## config.mk

```make
export PLATFORM = sky130hd
export DESIGN_NAME = double_ended_queue_top
export DESIGN_NICKNAME = d
export VERILOG_FILES = /design/src/hdl/deq_pkg.sv /design/src/hdl/double_ended_queue_top.sv /design/src/hdl/deq_ram.sv
export SDC_FILE = /design/constraint.sdc
export NUM_CORES = 1
export LEC_CHECK = 0
export ABC_AREA = 1
export BUFFER_PORTS_ARGS = -buffer_cell sky130_fd_sc_hd__buf_4
export CELL_PAD_IN_SITES_DETAIL_PLACEMENT = 1
export CELL_PAD_IN_SITES_GLOBAL_PLACEMENT = 1
export CORE_UTILIZATION = 56
export CTS_BUF_LIST = sky130_fd_sc_hd__clkbuf_4 sky130_fd_sc_hd__clkbuf_8
export DETAILED_ROUTE_END_ITERATION = 10
export PLACE_DENSITY_LB_ADDON = 0.2
export SYNTH_ARGS = -nofsm -noshare
export SYNTH_HDL_FRONTEND = slang
export SYNTH_HIERARCHICAL = 1
export SYNTH_SLANG_ARGS = --single-unit
```

## constraint.sdc

```tcl
create_clock -name i_clk -period 7.95 [get_ports i_clk]
set_input_delay 0 -clock i_clk [delete_from_list [all_inputs] [get_ports i_clk]]
set_output_delay 0 -clock i_clk [all_outputs]
set_load 0.01 [all_outputs]
```

## src/hdl/deq_pkg.sv

```systemverilog
// Shared types and constants for the double-ended queue.
package deq_pkg;

    localparam int DATA_W = 32;

    localparam logic [DATA_W-1:0] EMPTY_VALUE = {DATA_W{1'b1}};

    typedef enum logic [1:0] {
        MODE_PUSH_FRONT = 2'd0,
        MODE_PUSH_REAR  = 2'd1,
        MODE_POP_FRONT  = 2'd2,
        MODE_POP_REAR   = 2'd3
    } t_mode;

    typedef enum logic [1:0] {
        ST_DONE  = 2'd0,
        ST_EMPTY = 2'd1,
        ST_FULL  = 2'd2
    } t_status;

endpackage

```

## src/hdl/double_ended_queue_top.sv

```systemverilog
// Top level of the double-ended queue: ring pointers, RAM access and result register.
//
// Bounded double-ended queue of signed 32-bit words held in a ring of DEPTH
// RAM entries, addressed by a head index and an entry count. Each input word
// carries one operation (push front, push rear, pop front, pop rear) and
// produces exactly one result word with the popped value, a status code and
// the occupancy after the operation. A push, a rejected push on a full queue
// and a pop on an empty queue load the result register directly, so such words
// may follow one another in every cycle while results are taken. A pop that
// returns a value waits for the registered ring RAM read; the input is held off
// for the cycle in which the read data returns. A new input word is taken only
// while the result register is empty or its word leaves in the same cycle.
// Ring entries hold no reset value and there is no clearing pass after reset.
module double_ended_queue_top #(
    parameter int DEPTH = 16
) (
    input  logic                               i_clk,
    input  logic                               i_rst_n,
    input  logic                               i_in_valid,
    output logic                               o_in_ready,
    input  logic [1:0]                         i_mode,
    input  logic signed [deq_pkg::DATA_W-1:0]  i_data_in,
    output logic                               o_out_valid,
    input  logic                               i_out_ready,
    output logic signed [deq_pkg::DATA_W-1:0]  o_value_out,
    output logic [1:0]                         o_status,
    output logic [$clog2(DEPTH+1)-1:0]         o_occupancy
);

    localparam int AW = $clog2(DEPTH);
    localparam int CW = $clog2(DEPTH + 1);
    localparam int SW = AW + 1;

    logic [AW-1:0]                r_head;
    logic [AW-1:0]                n_head;
    logic [CW-1:0]                r_count;
    logic [CW-1:0]                n_count;
    logic                         r_rd_pend;
    logic                         n_rd_pend;
    logic                         r_out_valid;
    logic                         n_out_valid;
    logic [deq_pkg::DATA_W-1:0]   r_value;
    logic [deq_pkg::DATA_W-1:0]   n_value;
    deq_pkg::t_status             r_status;
    deq_pkg::t_status             n_status;
    logic [CW-1:0]                r_occ;
    logic [CW-1:0]                n_occ;

    logic                         w_acc;
    logic                         w_full;
    logic                         w_empty;
    logic [AW-1:0]                w_head_dec;
    logic [AW-1:0]                w_head_inc;
    logic [SW-1:0]                w_rear_sum;
    logic [AW-1:0]                w_rear_wr;
    logic [AW-1:0]                w_rear_rd;
    logic                         w_we;
    logic [AW-1:0]                w_waddr;
    logic                         w_re;
    logic [AW-1:0]                w_raddr;
    logic [deq_pkg::DATA_W-1:0]   w_rdata;

    function automatic logic [AW-1:0] f_wrap(input logic [SW-1:0] s);
        logic [SW-1:0] t;
        t = (s >= SW'(DEPTH)) ? s - SW'(DEPTH) : s;
        return t[AW-1:0];
    endfunction

    assign w_acc      = i_in_valid && o_in_ready;
    assign w_full     = (r_count == CW'(DEPTH));
    assign w_empty    = (r_count == '0);
    assign w_head_dec = (r_head == '0) ? AW'(DEPTH - 1) : r_head - 1'b1;
    assign w_head_inc = (r_head == AW'(DEPTH - 1)) ? '0 : r_head + 1'b1;
    assign w_rear_sum = SW'(r_head) + SW'(r_count);
    assign w_rear_wr  = f_wrap(w_rear_sum);
    assign w_rear_rd  = f_wrap(w_rear_sum - 1'b1);

    assign o_in_ready = !r_rd_pend && (!r_out_valid || i_out_ready);

    always_comb begin
        n_head      = r_head;
        n_count     = r_count;
        n_rd_pend   = 1'b0;
        n_out_valid = r_out_valid && !i_out_ready;
        n_value     = r_value;
        n_status    = r_status;
        n_occ       = r_occ;
        w_we        = 1'b0;
        w_waddr     = w_rear_wr;
        w_re        = 1'b0;
        w_raddr     = r_head;
        if (r_rd_pend) begin
            n_out_valid = 1'b1;
            n_value     = w_rdata;
        end
        if (w_acc) begin
            n_value  = '0;
            n_status = deq_pkg::ST_DONE;
            case (deq_pkg::t_mode'(i_mode))
                deq_pkg::MODE_PUSH_FRONT: begin
                    n_out_valid = 1'b1;
                    if (w_full) begin
                        n_status = deq_pkg::ST_FULL;
                    end else begin
                        w_we    = 1'b1;
                        w_waddr = w_head_dec;
                        n_head  = w_head_dec;
                        n_count = r_count + 1'b1;
                    end
                end
                deq_pkg::MODE_PUSH_REAR: begin
                    n_out_valid = 1'b1;
                    if (w_full) begin
                        n_status = deq_pkg::ST_FULL;
                    end else begin
                        w_we    = 1'b1;
                        w_waddr = w_rear_wr;
                        n_count = r_count + 1'b1;
                    end
                end
                deq_pkg::MODE_POP_FRONT: begin
                    if (w_empty) begin
                        n_out_valid = 1'b1;
                        n_value     = deq_pkg::EMPTY_VALUE;
                        n_status    = deq_pkg::ST_EMPTY;
                    end else begin
                        w_re      = 1'b1;
                        w_raddr   = r_head;
                        n_head    = w_head_inc;
                        n_count   = r_count - 1'b1;
                        n_rd_pend = 1'b1;
                    end
                end
                deq_pkg::MODE_POP_REAR: begin
                    if (w_empty) begin
                        n_out_valid = 1'b1;
                        n_value     = deq_pkg::EMPTY_VALUE;
                        n_status    = deq_pkg::ST_EMPTY;
                    end else begin
                        w_re      = 1'b1;
                        w_raddr   = w_rear_rd;
                        n_count   = r_count - 1'b1;
                        n_rd_pend = 1'b1;
                    end
                end
                default: begin
                    n_out_valid = 1'b1;
                end
            endcase
            n_occ = n_count;
        end
    end

    always_ff @(posedge i_clk) begin
        if (!i_rst_n) begin
            r_head      <= '0;
            r_count     <= '0;
            r_rd_pend   <= 1'b0;
            r_out_valid <= 1'b0;
        end else begin
            r_head      <= n_head;
            r_count     <= n_count;
            r_rd_pend   <= n_rd_pend;
            r_out_valid <= n_out_valid;
        end
        r_value  <= n_value;
        r_status <= n_status;
        r_occ    <= n_occ;
    end

    deq_ram #(
        .WIDTH (deq_pkg::DATA_W),
        .DEPTH (DEPTH)
    ) u_ram (
        .i_clk   (i_clk),
        .i_we    (w_we),
        .i_waddr (w_waddr),
        .i_wdata (i_data_in),
        .i_re    (w_re),
        .i_raddr (w_raddr),
        .o_rdata (w_rdata)
    );

    assign o_out_valid = r_out_valid;
    assign o_value_out = r_value;
    assign o_status    = r_status;
    assign o_occupancy = r_occ;

    a_count_bound: assert property (@(posedge i_clk) disable iff (!i_rst_n)
        r_count <= CW'(DEPTH))
        else $error("entry count above depth");

    a_head_bound: assert property (@(posedge i_clk) disable iff (!i_rst_n)
        r_head <= AW'(DEPTH - 1))
        else $error("head index outside ring");

    a_pop_result: assert property (@(posedge i_clk) disable iff (!i_rst_n)
        r_rd_pend |=> (r_out_valid && r_status == deq_pkg::ST_DONE))
        else $error("pop read did not load the result register");

    a_full_hold: assert property (@(posedge i_clk) disable iff (!i_rst_n)
        (w_acc && !i_mode[1] && w_full) |=> ($stable(r_count) && $stable(r_head)))
        else $error("rejected push changed the pointers");

    a_empty_hold: assert property (@(posedge i_clk) disable iff (!i_rst_n)
        (w_acc && i_mode[1] && w_empty) |=> (!r_rd_pend && r_count == '0))
        else $error("pop on empty queue changed the state");

endmodule

```

## src/hdl/deq_ram.sv

```systemverilog
// Generic simple dual-port RAM with one write port and a registered read port.
module deq_ram #(
    parameter int WIDTH = 32,
    parameter int DEPTH = 16
) (
    input  logic                     i_clk,
    input  logic                     i_we,
    input  logic [$clog2(DEPTH)-1:0] i_waddr,
    input  logic [WIDTH-1:0]         i_wdata,
    input  logic                     i_re,
    input  logic [$clog2(DEPTH)-1:0] i_raddr,
    output logic [WIDTH-1:0]         o_rdata
);

    logic [WIDTH-1:0] r_mem [DEPTH];
    logic [WIDTH-1:0] r_rdata;

    always_ff @(posedge i_clk) begin
        if (i_we) begin
            r_mem[i_waddr] <= i_wdata;
        end
        if (i_re) begin
            r_rdata <= r_mem[i_raddr];
        end
    end

    assign o_rdata = r_rdata;

endmodule

```

* Word level (Yosys, flattened, before mapping)
Memory sizes are Yosys's and may differ from the RTL's. A register that Yosys moved wholly into a read port is not among the register bits. Cells that the tools add are included.
Word-level totals: flip-flop bits (word level) 50, memories 1, output and inout bits 41, word-level logic and storage cells 75, bits in writable memories 512
Cells by class: add/subtract/negate cells 8, mux-type cells 35, equal/unequal tests 7, reduce and logical (&&, ||, !) cells 15, order comparisons 2
Memory list:
- u_ram.r_mem | words 16, width 32, rd ports 1, clocked after memory_dff 1, wr ports 1, line deq_ram.sv:15 | logic [WIDTH-1:0] r_mem [DEPTH];
Operators by type and width (count):
- $mux W32 | 4
- $mux W4 | 12
- $mux W1 | 12
- $sub A4 B1 Y4 const B | 3
- $ge A5 B5 Y1 const B | 2
- $mux W5 | 2
- $pmux W5 S2 | 1
- $sub A5 B1 Y5 const B | 2
- $pmux W4 S2 | 1
- $add A4 B5 Y5 | 1
- $add A5 B1 Y5 const B | 1
- $eq A5 B5 Y1 const B | 1
- $logic_not A5 Y1 | 1
- $add A4 B1 Y4 const B | 1
- $eq A2 B2 Y1 const B | 2
- $eq A4 B4 Y1 const B | 1
- $logic_not A4 Y1 | 1
- $ne A2 B2 Y1 const B | 2
- $pmux W2 S2 | 1
- $reduce_and A4 Y1 | 1
- $reduce_bool A2 Y1 | 2
- $reduce_or A2 Y1 | 2
- $logic_and A1 B1 Y1 | 3
- $logic_not A1 Y1 | 3
- 5 further kinds | 5

* Depth between registers and ports, before layout
depth after elaboration 7, depth in mapped cells 18

* Hierarchy
Netlist, hierarchy kept.
Modules (own cells, without submodules):
- deq_ram | cells an instance 2120, area each 23050.9 µm², times used 1
- double_ended_queue_top | cells an instance 309, area each 2638.8 µm², times used 1

* Worst setup path before layout
OpenSTA, ideal clock, no wires.
path type flip-flop to flip-flop, start point reg r_head[0], end point mem u_ram.r_mem[12][0], enable pin, setup time 0.421 ns, required time 7.529 ns, clock period less this slack 3.400 ns, stages on the path, launching flop included 8, arrival 2.978 ns, slack 4.550 ns, path through dfxtp_1 > ha_1 > inv_1 > fa_1 > xor2_1 > a21oi_1 > nand3_1 > nor2_1
Between the ends: cells in the longest elaborated chain, start to end 6, elaborated cells on any way between the ends 10, classes of those cells add/sub: 3; order compare: 1; mux: 5; reduce/logical: 1
Ends and longest elaborated chain:
- start: declaration | line double_ended_queue_top.sv:34 | logic [AW-1:0] r_head;
- start signal: assignment | line double_ended_queue_top.sv:161 | r_head <= n_head;
- $add A4 B5 Y5 | line double_ended_queue_top.sv:74 | assign w_rear_sum = SW'(r_head) + SW'(r_count);
- $sub A4 B1 Y4 or $ge A5 B5 Y1 (tied branches) | line double_ended_queue_top.sv:65 | t = (s >= SW'(DEPTH)) ? s - SW'(DEPTH) : s;
- $mux W4 | line double_ended_queue_top.sv:65
- $mux W4 | line double_ended_queue_top.sv:102 | if (w_full) begin
- $mux W4
- $mux W4 * | line double_ended_queue_top.sv:96 | if (w_acc) begin
- via w_waddr[2] | line double_ended_queue_top.sv:58 | logic [AW-1:0] w_waddr;
- end: declaration | line deq_ram.sv:15
The timed path passes the listed nets; every way through them passes the cells marked *.

* Worst setup path in the final report
start point reg r_count[1], end point reg u_ram.r_rdata[21] (netlist: u_ram/o_rdata[21]) (read register of u_ram.r_mem), data pin
Between the ends: cells in the longest elaborated chain, start to end 7, elaborated cells on any way between the ends 12, classes of those cells add/sub: 3; order compare: 1; mux: 7; reduce/logical: 1
Ends and longest elaborated chain:
- start: declaration | line double_ended_queue_top.sv:36 | logic [CW-1:0] r_count;
- start signal: assignment | line double_ended_queue_top.sv:162 | r_count <= n_count;
- $add A4 B5 Y5 | line double_ended_queue_top.sv:74
- $sub A5 B1 Y5 | line double_ended_queue_top.sv:76 | assign w_rear_rd = f_wrap(w_rear_sum - 1'b1);
- $ge A5 B5 Y1 | line double_ended_queue_top.sv:65
- $mux W4 | line double_ended_queue_top.sv:65
- $mux W4 * | line double_ended_queue_top.sv:135 | if (w_empty) begin
- $mux W4 *
- $mux W4 * | line double_ended_queue_top.sv:96
- via w_raddr[0] | line double_ended_queue_top.sv:60 | logic [AW-1:0] w_raddr;
- end: declaration | line deq_ram.sv:16 | logic [WIDTH-1:0] r_rdata;
Marks and branches as above. A chain may end at the register's enable or synchronous reset.

==> results by group <==
Job
  – Max_cap viols: 0

Worst setup path
  – Most frequent cell on the critical path: nand3_1
  – Reg-to-Reg End: u_ram/o_rdata[21]
  – Critical path fanouts, max: 116
  – Critical Path AT: 5.79 ns
  – Worst Path Buf+Inv: 5
  – Largest delay share family, worst path: buffers and inverters
  – Reg2Reg Setup Slack: 2.59 ns
  – CP max stage cell: inv_6
  – Reg2Reg Depth: 17
  – Setup CP Type: register to register
  – Setup crit start kind: register
  – Worst flop-to-flop path startpoint: r_count[1]
  – Critical Path RT: 8.37 ns
  – CP cell instances: inv_1 -> ha_1 -> nand3_1 -> nand2_2 -> nor2_4 -> buf_4 -> nand2_2 -> nand2_1 -> o21ai_4 -> buf_4 -> inv_6 -> buf_4 -> nand2_1 -> nand3_1 -> nand3_1 -> nand3_1 -> nand2_1
  – CP endpoint kind: register
  – Slowest Stage Delay on Critical Path: 0.83 ns

Yosys
  – Register area share after synthesis: 69.0%
  – Net Count, Synth: 2476
  – Largest family of logic cells by synthesized area: simple AND/OR/NAND/NOR gates
  – Post-Syn Area: 0.0257 sq mm
  – Synth Area in Compound Gates: 0.351%
  – Post-Synth Simple-Gate Area: 20.8%
  – Synth Register Bits: 594
  – Synth Area in Adders: 0.468%
  – Mux cell area share after synthesis: 0%
  – Average size of a mapped cell: 10.6 sq um
  – Post-Synth XOR/XNOR Area: 0.273%
  – Yosys cell types: 29
  – Fraction of registers with async set/reset: 0%
  – Gate Count Post-Synth: 2429
  – Post-synth EDFFs: 583
  – Top FF cell, synth: edfxtp_1
  – Yosys warning count: 6

CTS
  – Worst-Skew Late Latency: 0.69 ns
  – CTS tree: yes
  – Clock buffer depth: 3
  – H-tree levels: 3
  – Post-CTS Setup Repair Bufs: 0
  – CTS Sinks: 594
  – CTS-repair resized insts: 0
  – Clock input transition at the sequential cells of the worst setup and hold paths: 0.07 ns
  – Clock Tree Root: clkbuf_8
  – CTS Buf Count: 97
  – Hold Buf Count CTS: 42

Global route
  – Overflow after GRT: 0
  – First-pass GRT wire length: 111 mm
  – Vias in the first global route: 19600
  – Largest net degree at the start of global routing: 117
  – GRT Total Usage: 31.7%
  – Antenna violations before repair: 0

Timing
  – Setup TNS: 0 ns
  – Post-route clock period utilization: 67.5%
  – Worst-margin pin slew: 1.22 ns
  – Fin. max-slew vios: 0
  – Clock Skews: 0.0248 ns
  – Setup violations, final: 0
  – Period minus WS final: 5.36 ns
  – Final hold violations: 0
  – Hold slack final: 0.163 ns
  – Worst slew margin: 18.4%
  – Max frequency: 0.186 GHz
  – RSZ-0062 raised after global routing: false

Die
  – I/O Pins: 79
  – Total Die Area: 0.0467 sq mm
  – DIE WIDTH: 216 um
  – Row cnt: 78
  – Die H: 216 um
  – Core area: 0.0453 sq mm
  – Initial Util: 56.7%

Layout
  – Multi-input gate area in the final layout: 0.00577 sq mm
  – FF+latch area: 0.0177 sq mm
  – Antenna Cells: 0
  – Layout Area Growth over Synthesis: 12.4%
  – Post-route core utilization: 63.8%
  – Layout filler cell count: 4828
  – Layout cells sized above 1: 10.8%
  – Commonest non-fill, non-tap cell in the layout: nand2_1
  – Most frequent cells in the layout: 802 x nand2_1, 583 x edfxtp_1, 412 x inv_1
  – Fin nets: 2612

Run status
  – Outcome: complete, no violations

Drt
  – Drt pass-1 iters: 5
  – Final wirelength: 72.7 mm
  – DR iter-0 viols: 1375
  – Antenna Nets Post-Route: 0
  – Via density: 5.62
  – Drt wl/cell: 22.5 um
  – Remaining routing DRC violations: 0
  – Via count: 18200

Placed design
  – Post-DP HPWL: 37.6 mm
  – Port buffer count: 78
  – Placer Congestion: 0.835

Worst hold path
  – Hold Startpoint: i_data_in[22]
  – WHS Endpoint: u_ram/r_mem[1][22]
  – Hold Path Cell Cnt: 2
  – Hold crit path type: input port to register

Pwr
  – Peak supply drop: 0.157 mV
  – Pwr dens: 251 mW/mm^2
  – P_leak: 12.4 nW
per-layer routing:
metal	vias up	track usage, %	part of all wire, %
met5	-	0	0
met4	0	14.7	3.8
met3	198	5.12	6.7
met2	727	55.1	51
met1	9099	38.8	39
li1	8147	-	-
worst max-delay path by stage:
stage / startpoint / end / slack, ns / cells past startpoint
4_1_cts: r_count[1] / u_ram/o_rdata[21] / 2.67 / 17
3_3_place_gp: r_count[0] / u_ram/o_rdata[22] / 2.98 / 17
6_report: r_count[1] / u_ram/o_rdata[21] / 2.59 / 17
5_1_grt: r_count[1] / u_ram/o_rdata[21] / 2.25 / 17
2_1_floorplan: r_head[0] / u_ram/r_mem[12][0] / 4.55 / 7
3_5_place_dp: r_count[0] / u_ram/o_rdata[21] / 2.67 / 17
cells by family (layout without fill, tap and decap cells):
kind of cell    count (synthesis)  count (layout)
simple gates                 1267            1267
flops                         594             594
buf+inv                       533             735
compound gates                 18              18
fa+ha+maj                       9               9
xor+xnor                        8               8
worst reg2reg max path, cell delays in order, from the launching register on:
cell	delay [ns]
dfxtp_1	0.42
inv_1	0.17
ha_1	0.28
nand3_1	0.14
nand2_2	0.12
nor2_4	0.09
buf_4	0.61
nand2_2	0.27
nand2_1	0.19
o21ai_4	0.07
buf_4	0.41
inv_6	0.88
buf_4	0.81
nand2_1	0.18
nand3_1	0.15
nand3_1	0.11
nand3_1	0.15
nand2_1	0.07
report_power, final:
group          leakage, nW  switching [mW]  internal [mW]  total [mW]
registers             5.38          0.0402           3.58        3.62
clock network        0.966            1.19           1.38        2.57
logic                 6.04           0.753          0.301        1.05
per-stage QoR:
| step | instances | worst slack, ns | power, mW | instance area, sq um |
|---|---|---|---|---|
| detailed placement | 3024 | 2.67 | 4.70 | 26600 |
| finish | 3231 | 2.59 | 7.25 | 28900 |
| floorplan | 2429 | 4.55 | 4.35 | 25700 |
| CTS | 3231 | 2.67 | 7.28 | 28900 |
| global route | 3231 | 2.25 | 7.51 | 28900 |
| global placement | 3024 | 2.98 | 4.64 | 26600 |
cell type report:
cell class	count	share of cell area (%)
flip-flops and latches	594	61.4
multi-input cells	1302	20.0
clock buffers	127	5.49
inverters	420	5.48
repair buffers	150	4.26
well taps	600	2.60
clock inverters	38	0.827
flip-flops by register name (all words and copies together), names as in the netlist:
register	count
r_count	5
r_head	4
o_value_out	32
u_ram/r_mem	512
o_status	2
u_ram/o_rdata	32
o_occupancy	5
r_rd_pend	1
o_out_valid	1
cells in the mapped netlist, types with 6 or more instances:
library cell | number | share of area [%]
nand2_1 | 804 | 12
edfxtp_1 | 583 | 68
inv_1 | 414 | 6.0
nand3_1 | 406 | 7.9
buf_2 | 44 | 0.86
nor2_1 | 35 | 0.51
buf_6 | 33 | 1.4
clkbuf_1 | 15 | 0.22
buf_1 | 14 | 0.20
a21oi_1 | 11 | 0.21
dfxtp_1 | 11 | 0.86
ha_1 | 8 | 0.39
nand4_1 | 7 | 0.17
buf_4 | 6 | 0.18
xor2_1 | 6 | 0.20
Power figures use the tool's default switching activity.
